### src/hw/rtl/imapd_pkg.sv
package imapd_pkg;

    // Number of header bytes at the start of each packet.
    localparam int HEADER_BYTES = 4;
    localparam int HDR_POS_W    = $clog2(HEADER_BYTES + 1);

    // Step index limits and nibble fields.
    localparam int              IDX_W    = 7;
    localparam logic [7:0]      IDX_MAX8 = 8'd88;
    localparam logic [IDX_W-1:0] IDX_MAX = 7'd88;
    localparam logic [3:0]      SIGN_BIT = 4'h8;
    localparam logic [3:0]      MAG_MASK = 4'h7;
    localparam logic [7:0]      NIB_MASK = 8'h0F;

    // Saturation limits of the predictor.
    localparam logic signed [17:0] PRED_MAX = 18'sd32767;
    localparam logic signed [17:0] PRED_MIN = -18'sd32768;

    // Depth of the command queue between front and back.
    localparam int QUEUE_DEPTH = 4;
    localparam int QPTR_W      = $clog2(QUEUE_DEPTH);
    localparam int QCNT_W      = $clog2(QUEUE_DEPTH + 1);

    // Commands passed from the front to the back.
    typedef enum logic [1:0] {
        CMD_SEED_PRED,
        CMD_SEED_INDEX,
        CMD_DECODE
    } cmd_kind_t;

    typedef struct packed {
        cmd_kind_t   kind;
        logic [15:0] data;
    } cmd_t;

    // Standard IMA step sizes.
    localparam logic [14:0] STEP_TABLE [0:88] = '{
        15'd7,     15'd8,     15'd9,     15'd10,    15'd11,    15'd12,
        15'd13,    15'd14,    15'd16,    15'd17,    15'd19,    15'd21,
        15'd23,    15'd25,    15'd28,    15'd31,    15'd34,    15'd37,
        15'd41,    15'd45,    15'd50,    15'd55,    15'd60,    15'd66,
        15'd73,    15'd80,    15'd88,    15'd97,    15'd107,   15'd118,
        15'd130,   15'd143,   15'd157,   15'd173,   15'd190,   15'd209,
        15'd230,   15'd253,   15'd279,   15'd307,   15'd337,   15'd371,
        15'd408,   15'd449,   15'd494,   15'd544,   15'd598,   15'd658,
        15'd724,   15'd796,   15'd876,   15'd963,   15'd1060,  15'd1166,
        15'd1282,  15'd1411,  15'd1552,  15'd1707,  15'd1878,  15'd2066,
        15'd2272,  15'd2499,  15'd2749,  15'd3024,  15'd3327,  15'd3660,
        15'd4026,  15'd4428,  15'd4871,  15'd5358,  15'd5894,  15'd6484,
        15'd7132,  15'd7845,  15'd8630,  15'd9493,  15'd10442, 15'd11487,
        15'd12635, 15'd13899, 15'd15289, 15'd16818, 15'd18500, 15'd20350,
        15'd22385, 15'd24623, 15'd27086, 15'd29794, 15'd32767
    };

    // Standard IMA index adjustment by code magnitude.
    function automatic logic signed [7:0] index_move(input logic [2:0] mag);
        logic signed [7:0] mv;
        case (mag)
            3'd4:    mv = 8'sd2;
            3'd5:    mv = 8'sd4;
            3'd6:    mv = 8'sd6;
            3'd7:    mv = 8'sd8;
            default: mv = -8'sd1;
        endcase
        return mv;
    endfunction

endpackage

### src/hw/rtl/imapd_front.sv
module imapd_front (
    input  logic              clk,
    input  logic              rst_n,
    input  logic              in_valid,
    input  logic [7:0]        packet_byte,
    input  logic              packet_first,
    input  logic              queue_full,
    output logic              in_stall,
    output logic              push,
    output imapd_pkg::cmd_t   cmd
);
    import imapd_pkg::*;

    localparam logic [HDR_POS_W-1:0] HDR_DONE = HDR_POS_W'(HEADER_BYTES);
    localparam logic [HDR_POS_W-1:0] POS_HI   = HDR_POS_W'(0);
    localparam logic [HDR_POS_W-1:0] POS_LO   = HDR_POS_W'(1);
    localparam logic [HDR_POS_W-1:0] POS_IDX  = HDR_POS_W'(2);

    logic [HDR_POS_W-1:0] hdr_pos_reg, hdr_pos_next;
    logic [7:0]           seed_hi_reg, seed_hi_next;
    logic [HDR_POS_W-1:0] pos;
    logic                 in_header;
    logic                 accept;

    // The queue stalls the input when it has no room.
    assign in_stall = queue_full;
    assign accept   = in_valid && !queue_full;

    // A flagged byte restarts the header at byte zero.
    assign pos       = packet_first ? POS_HI : hdr_pos_reg;
    assign in_header = (pos < HDR_DONE);

    // Classify the beat and build the command for the back.
    always_comb
    begin
        hdr_pos_next = hdr_pos_reg;
        seed_hi_next = seed_hi_reg;
        push         = 1'b0;
        cmd.kind     = CMD_DECODE;
        cmd.data     = {8'd0, packet_byte};
        if (accept)
        begin
            if (in_header)
            begin
                hdr_pos_next = pos + POS_LO;
                if (pos == POS_HI)
                begin
                    seed_hi_next = packet_byte;
                end
                else if (pos == POS_LO)
                begin
                    push     = 1'b1;
                    cmd.kind = CMD_SEED_PRED;
                    cmd.data = {seed_hi_reg, packet_byte};
                end
                else if (pos == POS_IDX)
                begin
                    push     = 1'b1;
                    cmd.kind = CMD_SEED_INDEX;
                    cmd.data = (packet_byte > IDX_MAX8) ? {8'd0, IDX_MAX8}
                                                        : {8'd0, packet_byte};
                end
            end
            else
            begin
                push = 1'b1;
            end
        end
    end

    // Header position and the saved high seed byte.
    always_ff @(posedge clk or negedge rst_n)
    begin
        if (!rst_n)
        begin
            hdr_pos_reg <= HDR_DONE;
            seed_hi_reg <= 8'd0;
        end
        else
        begin
            hdr_pos_reg <= hdr_pos_next;
            seed_hi_reg <= seed_hi_next;
        end
    end

endmodule

### src/hw/rtl/imapd_cmd_queue.sv
module imapd_cmd_queue (
    input  logic              clk,
    input  logic              rst_n,
    input  logic              push,
    input  imapd_pkg::cmd_t   push_cmd,
    input  logic              pop,
    output logic              full,
    output logic              empty,
    output imapd_pkg::cmd_t   head_cmd
);
    import imapd_pkg::*;

    localparam logic [QCNT_W-1:0] DEPTH_C = QCNT_W'(QUEUE_DEPTH);
    localparam logic [QPTR_W-1:0] LAST_C  = QPTR_W'(QUEUE_DEPTH - 1);

    cmd_t              entry_reg [0:QUEUE_DEPTH-1];
    logic [QPTR_W-1:0] wr_ptr_reg, wr_ptr_next;
    logic [QPTR_W-1:0] rd_ptr_reg, rd_ptr_next;
    logic [QCNT_W-1:0] count_reg, count_next;

    assign full     = (count_reg == DEPTH_C);
    assign empty    = (count_reg == '0);
    assign head_cmd = entry_reg[rd_ptr_reg];

    // Pointer and fill count updates, wrapping at the queue depth.
    always_comb
    begin
        wr_ptr_next = wr_ptr_reg;
        rd_ptr_next = rd_ptr_reg;
        count_next  = count_reg;
        if (push)
        begin
            wr_ptr_next = (wr_ptr_reg == LAST_C) ? '0 : wr_ptr_reg + 1'b1;
        end
        if (pop)
        begin
            rd_ptr_next = (rd_ptr_reg == LAST_C) ? '0 : rd_ptr_reg + 1'b1;
        end
        if (push && !pop)
        begin
            count_next = count_reg + 1'b1;
        end
        else if (pop && !push)
        begin
            count_next = count_reg - 1'b1;
        end
    end

    always_ff @(posedge clk or negedge rst_n)
    begin
        if (!rst_n)
        begin
            wr_ptr_reg <= '0;
            rd_ptr_reg <= '0;
            count_reg  <= '0;
        end
        else
        begin
            wr_ptr_reg <= wr_ptr_next;
            rd_ptr_reg <= rd_ptr_next;
            count_reg  <= count_next;
        end
    end

    // Entry storage needs no reset.
    always_ff @(posedge clk)
    begin
        if (push)
        begin
            entry_reg[wr_ptr_reg] <= push_cmd;
        end
    end

endmodule

### src/hw/rtl/imapd_back.sv
module imapd_back (
    input  logic              clk,
    input  logic              rst_n,
    input  logic              empty,
    input  imapd_pkg::cmd_t   head_cmd,
    output logic              pop,
    input  logic              out_stall,
    output logic              out_valid,
    output logic [15:0]       sample,
    output logic              last_of_byte
);
    import imapd_pkg::*;

    logic signed [15:0] pred_reg, pred_next;
    logic [IDX_W-1:0]   idx_reg, idx_next;
    logic               phase_reg, phase_next;
    logic               out_valid_reg, out_valid_next;
    logic [15:0]        sample_reg;
    logic               last_reg;

    logic               adv;
    logic               fire;
    logic               seed;
    logic [3:0]         nib;
    logic [14:0]        step;
    logic [17:0]        prod;
    logic [16:0]        delta;
    logic signed [17:0] p_wide;
    logic signed [15:0] p_sat;
    logic signed [7:0]  idx_sum;
    logic [IDX_W-1:0]   idx_new;

    // The output register frees up when it is empty or being taken.
    assign adv  = !out_valid_reg || !out_stall;
    assign seed = !empty && (head_cmd.kind != CMD_DECODE);
    assign fire = !empty && (head_cmd.kind == CMD_DECODE) && adv;
    assign pop  = seed || (fire && phase_reg);

    // High nibble in the first pass, low nibble in the second.
    assign nib = phase_reg ? 4'(head_cmd.data[7:0] & NIB_MASK) : head_cmd.data[7:4];

    // One nibble decode: step lookup, scaled delta, saturating update.
    always_comb
    begin
        step    = STEP_TABLE[idx_reg];
        prod    = {3'd0, step} * {15'd0, nib[2:0] & MAG_MASK[2:0]};
        delta   = {1'b0, prod[17:2]} + {5'd0, step[14:3]};
        if ((nib & SIGN_BIT) != 4'h0)
        begin
            p_wide = 18'(pred_reg) - signed'({1'b0, delta});
        end
        else
        begin
            p_wide = 18'(pred_reg) + signed'({1'b0, delta});
        end
        if (p_wide > PRED_MAX)
        begin
            p_sat = 16'sh7FFF;
        end
        else if (p_wide < PRED_MIN)
        begin
            p_sat = -16'sh8000;
        end
        else
        begin
            p_sat = p_wide[15:0];
        end
        idx_sum = signed'({1'b0, idx_reg}) + index_move(nib[2:0]);
        if (idx_sum < 8'sd0)
        begin
            idx_new = '0;
        end
        else if (idx_sum > signed'({1'b0, IDX_MAX}))
        begin
            idx_new = IDX_MAX;
        end
        else
        begin
            idx_new = idx_sum[IDX_W-1:0];
        end
    end

    // Decoder state: seeds load directly, decodes step the state.
    always_comb
    begin
        pred_next      = pred_reg;
        idx_next       = idx_reg;
        phase_next     = phase_reg;
        out_valid_next = out_valid_reg && out_stall;
        if (seed)
        begin
            case (head_cmd.kind)
                CMD_SEED_PRED:  pred_next = head_cmd.data;
                CMD_SEED_INDEX: idx_next  = head_cmd.data[IDX_W-1:0];
                default:        pred_next = pred_reg;
            endcase
        end
        else if (fire)
        begin
            pred_next      = p_sat;
            idx_next       = idx_new;
            phase_next     = !phase_reg;
            out_valid_next = 1'b1;
        end
    end

    always_ff @(posedge clk or negedge rst_n)
    begin
        if (!rst_n)
        begin
            pred_reg      <= '0;
            idx_reg       <= '0;
            phase_reg     <= 1'b0;
            out_valid_reg <= 1'b0;
        end
        else
        begin
            pred_reg      <= pred_next;
            idx_reg       <= idx_next;
            phase_reg     <= phase_next;
            out_valid_reg <= out_valid_next;
        end
    end

    // Output payload register, loaded with each decoded sample.
    always_ff @(posedge clk)
    begin
        if (fire)
        begin
            sample_reg <= p_sat;
            last_reg   <= phase_reg;
        end
    end

    assign out_valid    = out_valid_reg;
    assign sample       = sample_reg;
    assign last_of_byte = last_reg;

endmodule

### src/hw/rtl/ima_adpcm_packet_decoder.sv
// With the queue and output empty, a coded byte accepted at the input is written to a
// queue entry; its high-nibble sample and then its low-nibble sample follow at the output.
// Throughput: one sample per cycle unless the output stalls, set by the single nibble
// decode unit in the back; header bytes go in at one per cycle while the queue has room.
// A four-entry command queue lets the input run ahead while the output is stalled.
// Reset: asynchronous and active low; predictor and step index clear to zero, the
// header position reads as past the header, and the queue and output are emptied.
module ima_adpcm_packet_decoder (
    input  logic               clk,
    input  logic               rst_n,
    input  logic               in_valid,
    output logic               in_stall,
    input  logic [7:0]         packet_byte,
    input  logic               packet_first,
    output logic               out_valid,
    input  logic               out_stall,
    output logic signed [15:0] sample,
    output logic               last_of_byte
);
    import imapd_pkg::*;

    logic  push;
    logic  pop;
    logic  full;
    logic  empty;
    cmd_t  push_cmd;
    cmd_t  head_cmd;
    logic [15:0] sample_bits;

    // Front: header tracking and command classification.
    imapd_front u_front (
        .clk          (clk),
        .rst_n        (rst_n),
        .in_valid     (in_valid),
        .packet_byte  (packet_byte),
        .packet_first (packet_first),
        .queue_full   (full),
        .in_stall     (in_stall),
        .push         (push),
        .cmd          (push_cmd)
    );

    // Queue between the two halves.
    imapd_cmd_queue u_queue (
        .clk      (clk),
        .rst_n    (rst_n),
        .push     (push),
        .push_cmd (push_cmd),
        .pop      (pop),
        .full     (full),
        .empty    (empty),
        .head_cmd (head_cmd)
    );

    // Back: nibble decoding and the output register.
    imapd_back u_back (
        .clk          (clk),
        .rst_n        (rst_n),
        .empty        (empty),
        .head_cmd     (head_cmd),
        .pop          (pop),
        .out_stall    (out_stall),
        .out_valid    (out_valid),
        .sample       (sample_bits),
        .last_of_byte (last_of_byte)
    );

    assign sample = signed'(sample_bits);

endmodule

### config.mk
export PLATFORM = sky130hd
export DESIGN_NAME = ima_adpcm_packet_decoder
export DESIGN_NICKNAME = d
export VERILOG_FILES = /design/src/hw/rtl/imapd_pkg.sv /design/src/hw/rtl/imapd_front.sv /design/src/hw/rtl/imapd_cmd_queue.sv /design/src/hw/rtl/imapd_back.sv /design/src/hw/rtl/ima_adpcm_packet_decoder.sv
export SDC_FILE = /design/constraint.sdc
export NUM_CORES = 1
export LEC_CHECK = 0
export BUFFER_PORTS_ARGS = -buffer_cell sky130_fd_sc_hd__buf_2
export CORE_ASPECT_RATIO = 0.7
export CORE_MARGIN = 4
export CORE_UTILIZATION = 65
export DETAILED_ROUTE_END_ITERATION = 7
export PLACE_DENSITY_LB_ADDON = 0.08
export REMOVE_ABC_BUFFERS = 1
export SETUP_SLACK_MARGIN = 0.4
export SYNTH_ARGS = -nofsm -noshare
export SYNTH_HDL_FRONTEND = slang
export SYNTH_SLANG_ARGS = --single-unit
### constraint.sdc
create_clock -name clk -period 27.6 [get_ports clk]
set_clock_uncertainty 0.15 [all_clocks]
set_input_delay 5.52 -clock clk [delete_from_list [all_inputs] [get_ports clk]]
set_output_delay 5.52 -clock clk [all_outputs]
set_load 0.01 [all_outputs]
# Word-level counts from Yosys, hierarchy flattened
# Memories as Yosys holds them, arrays and structs flattened.
# Index checks and enable logic that the tools add are counted.
# op_classes
reduce_logical	27
bitwise_logic	2
magnitude_cmp	7
mux	35
n_eq_ne	14
multipliers	1
addsub	9
# ops
operator	n
18-bit 2-to-1 mux	6
16-bit 2-to-1 mux	5
7-bit 2-to-1 mux	5
8-bit one-hot mux with 4 select lines	1
15-bit 2-to-1 mux	2
16-bit by 18-bit adder with 18-bit output	1
18-bit by 16-bit greater-than comparator with 1-bit output (second input constant)	1
18-bit by 16-bit < comparator with 1-bit output (second input constant)	1
15-bit by 3-bit multiplier with 18-bit output	1
16-bit by 18-bit subtractor with 18-bit output	1
16-bit by 12-bit adder with 17-bit output	1
3-bit equality test (second input constant)	5
1-bit 2-to-1 mux	9
3-bit 2-to-1 mux	3
8-bit adder	1
8-bit greater-or-equal comparator (second input constant)	1
8-bit by 7-bit greater-than comparator with 1-bit output (second input constant)	1
8-bit greater-than comparator (second input constant)	1
1-bit logical AND	8
8-bit by 1-bit < comparator with 1-bit output (second input constant)	1
8-bit 2-to-1 mux	1
7-bit inverter with 8-bit output	1
2-bit AND reduction	4
1-bit logical NOT	7
17 further kinds	27
# word_totals
ramBits	72
ff_bits	60
memories	2
wordCells	108
output_inout_bits	19
rom_bits	1920
# mem_list
name	depth	word_bits	read_ports	rd_clocked_by_memory_dff	write_ports	line	rtl
(no name shown)	128	15	1	0	0	imapd_back.sv:45	step = STEP_TABLE[idx_reg];
u_queue.entry_reg	4	18	1	0	1	imapd_cmd_queue.sv:16	cmd_t entry_reg [0:QUEUE_DEPTH-1];

# Depth between registers and ports, before layout
# Gate-level depths: netlist of run 1.
# logic_depth
depth_word	13
ltp_mapped	45

# Modules after synthesis
# From an unflattened synthesis of run 1, not the netlist that was laid out.
# hier_totals
hier_cells	1158
area_unflattened_um2	10822.9
# by_module_without_submodules
mod	cells_each	n_inst	area_each_um2
imapd_back	959	1	7079.3
imapd_cmd_queue	131	1	3014.1
imapd_front	68	1	729.4

# Worst setup path after synthesis of run 1
# No wires, ideal clock.
# synth_path
path_type	register -> register
startpoint	register u_back.idx_reg[1]
endpoint	register u_back.sample_reg[10], in the netlist u_back.sample[10] (data pin)
arrival_ns	8.646
n_path_buf	5
path_slack_ns	18.545
setup_ns	0.259
path_stages_with_launch	45
cell_sequence	dfrtp_1 > clkbuf_1 > inv_1 > ha_1 > clkbuf_1 > nand2b_1 > and2_1 > a311oi_1 > a211o_1 > a21oi_1 > nor2_1 > and2_1 > fa_1 > ha_1 > inv_1 > fa_1 > nor2b_1 > o31a_1 > [... 9 more ...] > nand2b_1 > nor3b_1 > nor2_1 > xor2_1 > ha_1 > a211oi_1 > nand2_1 > a211o_1 > o2111ai_1 > a31oi_1 > or2_1 > clkbuf_1 > xnor2_2 > mux2i_1 > o211ai_1 > buf_2 > buf_2 > nand2_1
# synth_via
elab_chain_cells	11
word_cells_on_any_way	13
cone_classes	add/sub (3); mul (1); order compare (2); mux (5); bitwise (1); memory (1)
# synth_rtl
element	line	rtl
from (decl)	imapd_back.sv:15	logic [IDX_W-1:0] idx_reg, idx_next;
from (signal assigned)	imapd_back.sv:119	idx_reg <= idx_next;
7-bit inverter with 8-bit output (implied by the code) *	imapd_back.sv:45	
memory read 128 x 15 bit *	n/a	
15-bit 2-to-1 mux (implied by the code) * (2 in a row)	imapd_back.sv:45	
15-bit by 3-bit multiplier with 18-bit output	imapd_back.sv:46	prod = {3'd0, step} * {15'd0, nib[2:0] & MAG_MASK[2:0]};
16-bit by 12-bit adder with 17-bit output *	imapd_back.sv:47	delta = {1'b0, prod[17:2]} + {5'd0, step[14:3]};
16-bit by 18-bit adder with 18-bit output or 16-bit by 18-bit subtractor with 18-bit output (tied branches)	imapd_back.sv:54, imapd_back.sv:50	
18-bit 2-to-1 mux *	imapd_back.sv:48	if ((nib & SIGN_BIT) != 4'h0)
18-bit by 16-bit < comparator with 1-bit output	imapd_back.sv:60	else if (p_wide < PRED_MIN)
16-bit 2-to-1 mux	imapd_back.sv:60	
16-bit 2-to-1 mux *	imapd_back.sv:56	if (p_wide > PRED_MAX)
named net u_back.p_sat[10]	imapd_back.sv:29	logic signed [15:0] p_sat;
to (signal assigned)	imapd_back.sv:130	sample_reg <= p_sat;
to (decl)	imapd_back.sv:18	logic [15:0] sample_reg;
# Mark *: on every way through the listed nets, which the timed path passes. The rest lies on a longest branch. The select of a mux whose other input is x is not followed.
# A chain may end at the register's enable or synchronous reset.

# Worst setup path in the final report of run 1
# layout_path
startpoint	register u_back.idx_reg[1]
endpoint	register u_back.pred_reg[2]
# layout_via
elab_chain_cells	13
word_cells_on_any_way	15
cone_classes	add/sub (3); mul (1); order compare (2); mux (7); bitwise (1); memory (1)
# layout_rtl
element	line	rtl
7-bit inverter with 8-bit output (implied by the code) *	imapd_back.sv:45	
memory read 128 x 15 bit *	n/a	
15-bit 2-to-1 mux (implied by the code) * (2 in a row)	imapd_back.sv:45	
15-bit by 3-bit multiplier with 18-bit output	imapd_back.sv:46	
16-bit by 12-bit adder with 17-bit output *	imapd_back.sv:47	
16-bit by 18-bit adder with 18-bit output or 16-bit by 18-bit subtractor with 18-bit output (tied branches)	imapd_back.sv:54, imapd_back.sv:50	
18-bit 2-to-1 mux *	imapd_back.sv:48	
18-bit by 16-bit < comparator with 1-bit output	imapd_back.sv:60	
16-bit 2-to-1 mux	imapd_back.sv:60	
16-bit 2-to-1 mux *	imapd_back.sv:56	
16-bit 2-to-1 mux *	imapd_back.sv:98	else if (fire)
16-bit 2-to-1 mux *	imapd_back.sv:90	if (seed)
to (signal assigned)	imapd_back.sv:118	pred_reg <= pred_next;
to (decl)	imapd_back.sv:14	logic signed [15:0] pred_reg, pred_next;
# Mark *: on every way between the ends. The rest lies on a longest branch, timed or not. The select of a mux whose other input is x is not followed.

==> results.md, run 1 <==
* Num Clock Sinks at 132
* CP startpoint kind: register
* DRT Wirelength at 26700 um
* Total negative setup slack at 0 ps
* Max Root-Sink Buffers at 2
* Largest family of logic cells by synthesized area: compound AO/OA/AOI/OAI gates
* Synth Cell Area at 0.0105 mm2
* Sequential share of the synthesized area at 35.7%
* Number of flip-flops under the largest register name at 72
* Share of cells above drive strength 1 at 12.5%
* Die area at 0.0183 mm2
* Chip Width at 160 um
* Max-cap violations at 0
* Initial core utilization at 67.1%
* Worst r2r path cells at 40
* F_max at 94.1 MHz
* Post-Synthesis Cells at 1098
* Worst reg-to-reg setup slack at 16980 ps
* Total CTS buffers at 17
* Die H at 114 um
* CTS H-Tree Depth at 4
* Layout area overhead at 8.13%
* Congestion Overflow GR at 0
* Synthesized flop and latch total at 132
* Proportion of synthesized area in mux cells at 7.01%
* CP arrival at 10760 ps
* Critical Path Sink Type: register
* First-pass GRT wire length at 43400 um
* CTS tree: done
* Resize count post-CTS at 0
* Core area at 0.0156 mm2
* CP bufs+invs at 4
* WS Path Type: reg -> reg
* HP Start: u_queue.count_reg[2]
* Clk_lat worst skew at 420 ps
* CP max FO at 23
* Post-DRT Antenna Nets at 0
* Top cell type's share of synthesized area at 25.4%
* Synth Area in Compound Gates at 20.5%
* Main area contributors after synthesis: edfxtp_1, dfrtp_1, ha_1, nand2_1, mux4_2
* Synth unique cells at 80
* Largest net degree at the start of global routing at 56
* Postcts setup bufs at 0
* DRC viols at 12
* Post-Synth Adder-Cell Area at 12.5%
* Vias per cell at 6.55
* Multi-input logic area at 0.00633 mm2
* Fin crit share at 38.5%
* Initial antenna violation count at 0
* Max-slew headroom at 14.6%
* Synth Area in XOR/XNOR at 5.48%
* Reg2reg end: u_back.pred_reg[2]
* Synth Area in Simple Gates at 14.7%
* Crit. Startpoint: u_back.idx_reg[1]
* DR pass1 iterations at 8
* Minimum clock period at 10620 ps
* Ys flop type: edfxtp_1
* Slowest cell on crit path: a221oi_1
* Setup Viol. Count Final at 0
* Final Hold Viols at 0
* CTS Root Cell: clkbuf_16
* Synth area leader: edfxtp_1
* CP delay by family, top: compound AO/OA/AOI/OAI gates
* Filler cells at 1109
* Global Route Usage Sum at 29.6%
* RSZ-0062 raised after global routing: no
* Fin nets at 1214
* WP depth at 40
* DP HPWL at 18800 um
* Critical path required time at 27730 ps
* Failing checks: DRC
* Register Area at 0.00375 mm2
* Crit Reg-Reg Startpoint: u_back.idx_reg[1]
* Routed vias at 8648
* Number of global-route vias before repair at 8254
* Initial DRC count at 1069
* Ant diodes at 0
* Syn. warnings at 0
* Crit path largest cell delay at 800 ps
* Least-Margin Pin Slew at 1250 ps
* Clk pin slew, worst setup/hold paths at 60 ps
* Worst Hold Class: reg -> reg
* Wire per inst at 20.2 um
* Status: finished with violations
* Synth async-reset ratio at 32.6%
* Post-synth EDFFs at 89
* CP dominant cell by count: ha_1
* Final GP Congestion at 1.00
* Slew Viols, Final at 0
* Synth Area per Inst at 9.56 um2
* CP Capture Point: u_back.pred_reg[2]
* Rows at 38
* Hold_buf cts at 0
* Ports at 32
* PortBufs at 31
cells by family after synthesis:
group | count (synthesis)
AO/OA/AOI/OAI | 324
XOR/XNOR | 64
adder cells (fa/ha/maj) | 94
buffers and inverters | 110
flip-flops | 132
multiplexers | 44
AND/OR/NAND/NOR | 330
Yosys cell counts, types with 13 or more instances:
cell      count
nand2_1     145
edfxtp_1     89
a21oi_1      85
ha_1         76
nor2_1       67
o21ai_0      64
inv_1        59
dfrtp_1      42
xnor2_1      37
clkbuf_1     34
and2_1       29
xor2_1       25
mux4_2       22
a21o_1       21
fa_1         18
nand3_1      17
nor3_1       17
mux2_2       16
a211oi_1     14
a31oi_1      13
nor2b_1      13
per-stage QoR:
step                util [%]  instances  hold WS [ps]  instance area [um2]  worst slack [ps]
finish                  72.6       1320           350                11400             16980
global route            72.6       1320           363                11400             16170
CTS                     72.6       1320           355                11400             17180
detailed placement      68.9       1288           334                10800             17210
global placement        68.9       1288           318                10800             17410
floorplan                  -       1049           301                10300             17710
cells in the final DEF (no fill, tap or decap), types with 12 or more instances in the layout:
cell type	n
nor2_1	67
edfxtp_1	89
mux2_2	16
dfrtp_1	42
inv_1	59
xnor2_1	37
a211oi_1	14
and2_1	29
clkbuf_16	17
xor2_1	25
nor2b_1	12
ha_1	76
mux4_2	22
a21o_1	21
buf_2	31
nand2_1	145
a31oi_1	13
fa_1	18
a21oi_1	85
nor3_1	17
o21ai_0	64
nand3_1	17
per-layer routing:
layer,GRT usage (%),part of all wire [%]
met5,0,0
met4,6.76,1.4
met3,6.51,9.3
met2,44.5,44
met1,44.4,45
area by class of cell:
| class | instances | share of cell area [%] |
|---|---|---|
| Timing Repair Buffer | 39 | 1.90 |
| Clock inverter | 14 | 1.34 |
| Sequential cell | 132 | 33.0 |
| Clock buffer | 18 | 3.78 |
| Multi-Input combinational cell | 856 | 55.7 |
| Tap cell | 200 | 2.20 |
| Inverter | 61 | 2.02 |
how the worst min path moves through the flow:
stage | endpoint | cells past startpoint
after CTS | u_front.seed_hi_reg[2] | 1
after global routing | u_queue.count_reg[2] | 1
after floorplan | u_front.hdr_pos_reg[0] | 2
after detailed placement | u_front.hdr_pos_reg[0] | 2
after global placement | u_front.hdr_pos_reg[0] | 2
final | u_queue.count_reg[2] | 1
Power of run 1 is not shown: default switching activity piles up to over one toggle a cycle in this logic, so the estimate is an artifact.
==> inputs of run 2 (changes only) <==
--- a/config.mk
+++ b/config.mk
@@ -5,10 +5,11 @@
 export SDC_FILE = /design/constraint.sdc
 export NUM_CORES = 1
 export LEC_CHECK = 0
+export ABC_AREA = 1
 export BUFFER_PORTS_ARGS = -buffer_cell sky130_fd_sc_hd__buf_2
 export CORE_ASPECT_RATIO = 0.7
 export CORE_MARGIN = 4
-export CORE_UTILIZATION = 65
+export CORE_UTILIZATION = 64
 export DETAILED_ROUTE_END_ITERATION = 7
 export PLACE_DENSITY_LB_ADDON = 0.08
 export REMOVE_ABC_BUFFERS = 1
==> constraint.sdc (replaced) <==
create_clock -name clk -period 10.6 [get_ports clk]
set_clock_uncertainty 0.15 [all_clocks]
set_input_delay 2.12 -clock clk [delete_from_list [all_inputs] [get_ports clk]]
set_output_delay 2.12 -clock clk [all_outputs]
set_load 0.01 [all_outputs]
==> run 2 against run 1 <==
- via count grew 14%
- final cell count grew 26%
- cell area is 2.4% higher
- sequential share of layout area down 0.79 points
- the flow now finishes without violations
==> results.md, run 2 <==
* Status: completed
* Routed wl met3 at 3370 um (+36%)
* Synth area leader: edfxtp_1
* Post-synth EDFFs at 89 (unchanged)
* CTS Root Cell: clkbuf_16
* Resize count post-CTS at 0 (unchanged)
* Wire per inst at 17.3 um (-14%)
* Ports at 32 (unchanged)
* Routed vias at 9837 (+14%)
* Top cell type's share of synthesized area at 25.0% (-0.47 points)
* Place WS at 1500 ps (-15710 ps)
* Minimum clock period at 9370 ps (-1250 ps)
* Fin nets at 1526 (+26%)
* Max Root-Sink Buffers at 2 (unchanged)
* Main area contributors after synthesis: edfxtp_1, nand2_1, dfrtp_1, ha_1, inv_1
* Slowest cell on crit path: dfrtp_1
* CP startpoint kind: register
* First-pass GRT wire length at 46700 um (+7.6%)
* Chip Width at 163 um (+1.6%)
* Initial core utilization at 65.4% (-1.7 points)
* CTS tree: done
* Congestion Overflow GR at 0 (unchanged)
* F_max at 107 MHz (+13%)
* Synth Area per Inst at 7.66 um2 (-20%)
* CP max FO at 25 (+8.7%)
* Most instantiated library cell after synthesis: nand2_1
* DRC viols at 0 (-12)
* Global Route Usage Sum at 31.2% (+1.6 points)
* Synth Cell Area at 0.0107 mm2 (+1.9%)
* Worst r2r path cells at 48 (+20%)
* DP HPWL at 21000 um (+12%)
* Most common cell after layout, fill and taps aside: nand2_1
* Filler cells at 1311 (+18%)
* Initial antenna violation count at 0 (unchanged)
* Slew Viols, Final at 0 (unchanged)
* Setup Viol. Count Final at 0 (unchanged)
* Ant diodes at 0 (unchanged)
* Placed cell count at 1625 (+26%)
* Max-cap violations at 0 (unchanged)
* Post-Synthesis Cells at 1397 (+27%)
* Clk_lat worst skew at 410 ps (about the same)
* Die H at 116 um (+1.6%)
* Largest net degree at the start of global routing at 44 (-21%)
* Non-filler instance count after layout at 1657 (+26%)
* Final GP Congestion at 1.03 (+2.1%)
* Num Clock Sinks at 132 (unchanged)
* Rows at 39 (+2.6%)
* Commonest non-fill, non-tap cells in the layout: nand2_1, inv_1, nor2_1
* DRT Wirelength at 28700 um (+7.7%)
* CP dominant cell by count: nand2_1
* Core Util, Final at 71.2% (-1.4 points)
* DR pass1 iterations at 7 (-1)
* Die area at 0.0189 mm2 (+3.3%)
* Synth cell count leaders: nand2_1, inv_1, nor2_1, o21ai_0, edfxtp_1
* Postcts setup bufs at 0 (unchanged)
* CTS H-Tree Depth at 4 (unchanged)
* Max-slew headroom at 32.7% (+18 points)
* Final Hold Viols at 0 (unchanged)
* Final worst setup slack at 1230 ps (-15750 ps)
* Layout area overhead at 8.74%
* Number of flip-flops under the largest register name at 72 (unchanged)
* Vias per cell at 5.94 (-9.4%)
* Least-Margin Pin Slew at 1000 ps (-243 ps)
* Critical Path Sink Type: register
* Fin crit share at 88.4% (+50 points)
* WS Path Type: reg -> reg
* Hold_buf cts at 0 (unchanged)
* Post-DRT Antenna Nets at 0 (unchanged)
* Syn. warnings at 0 (unchanged)
* Synth async-reset ratio at 32.6% (unchanged)
* Synth unique cells at 59 (-26%)
* Top Metal Used: met4
* PortBufs at 31 (unchanged)
* Critical path required time at 10790 ps (-16940 ps)
* Number of global-route vias before repair at 9171 (+11%)
* Routed length on met2 at 11700 um (+0.20%)
* Initial DRC count at 1245 (+16%)
* Ys flop type: edfxtp_1
* RSZ-0062 raised after global routing: no
* Share of cells above drive strength 1 at 9.29% (-3.2 points)
* Core area at 0.0163 mm2 (+4.5%)
* Worst Hold Class: reg -> reg
* Total CTS buffers at 17 (unchanged)
* Worst hold path depth at 2 (+1)
* Synthesized flop and latch total at 132 (unchanged)
* Sequential share of the synthesized area at 35.1% (-0.66 points)
* M1 WL at 13100 um (+8.2%)
* Clk pin slew, worst setup/hold paths at 60 ps (about the same)
* Crit path largest cell delay at 670 ps (-130 ps)
* Total negative setup slack at 0 ps (unchanged)
* CP arrival at 9560 ps (-1200 ps)
==> run 2: cell types whose count changed after synthesis, sizes merged, moves of 22 or more <==
| cell | previous run | this run |
|---|---|---|
| and2 | 29 | 1 |
| inv | 59 | 195 |
| mux4 | 22 | 0 |
| nand2 | 145 | 357 |
| nand3 | 17 | 86 |
| nor2 | 67 | 137 |
| o21ai | 70 | 98 |
==> run 2: per-stage QoR <==
step | instance area [um2] | hold slack, ps
detailed placement | 11100 | 322
finish | 11600 | 335
CTS | 11600 | 338
global route | 11600 | 363
global placement | 11100 | 313
floorplan | 10500 | 295
==> run 2: layout make-up <==
| type | count | area [um2] | share of cell area (%) |
|---|---|---|---|
| flip-flops and latches | 132 | 3750 | 32.2 |
| clock inverters | 9 | 104 | 0.893 |
| repair buffers | 44 | 253 | 2.17 |
| well taps | 225 | 282 | 2.42 |
| clock buffers | 23 | 478 | 4.11 |
| inverters | 197 | 739 | 6.36 |
| multi-input cells | 1027 | 6030 | 51.8 |
==> run 2: worst max-delay path, delay by kind of cell (launching register included) <==
kind	cells	cell delay [ps]
flops	1	670
simple gates	27	3550
xor+xnor	2	330
compound gates	8	1640
buf+inv	6	840
fa+ha+maj	5	2070
==> run 2: final timing paths <==
kind,start,end,slack [ps]
min in group asynchronous,rst_n,u_back.pred_reg[15],1660
hold / removal,u_front.seed_hi_reg[3],u_front.seed_hi_reg[3],330
setup reg to reg,u_back.idx_reg[1],u_back.pred_reg[6],1230
hold reg to reg,u_front.seed_hi_reg[3],u_front.seed_hi_reg[3],330
max in group asynchronous,rst_n,u_front.seed_hi_reg[1],8210
setup / recovery,u_back.idx_reg[1],u_back.pred_reg[6],1230
==> run 2: logic make-up after synthesis <==
group / Yosys count / share of synthesized area, %
multiplexers: 2 / 0.211
AND/OR/NAND/NOR: 632 / 25.7
adder cells (fa/ha/maj): 94 / 12.3
buffers and inverters: 238 / 8.67
flip-flops: 132 / 35.1
XOR/XNOR: 51 / 4.35
AO/OA/AOI/OAI: 248 / 13.8
==> run 2: layer usage <==
layer	track usage, %	vias to the layer above
met2	45.7	554
met1	46.0	4533
met3	9.17	66
met5	0	-
li1	-	4684
met4	7.77	0
Power of run 2 is left out for the same reason.
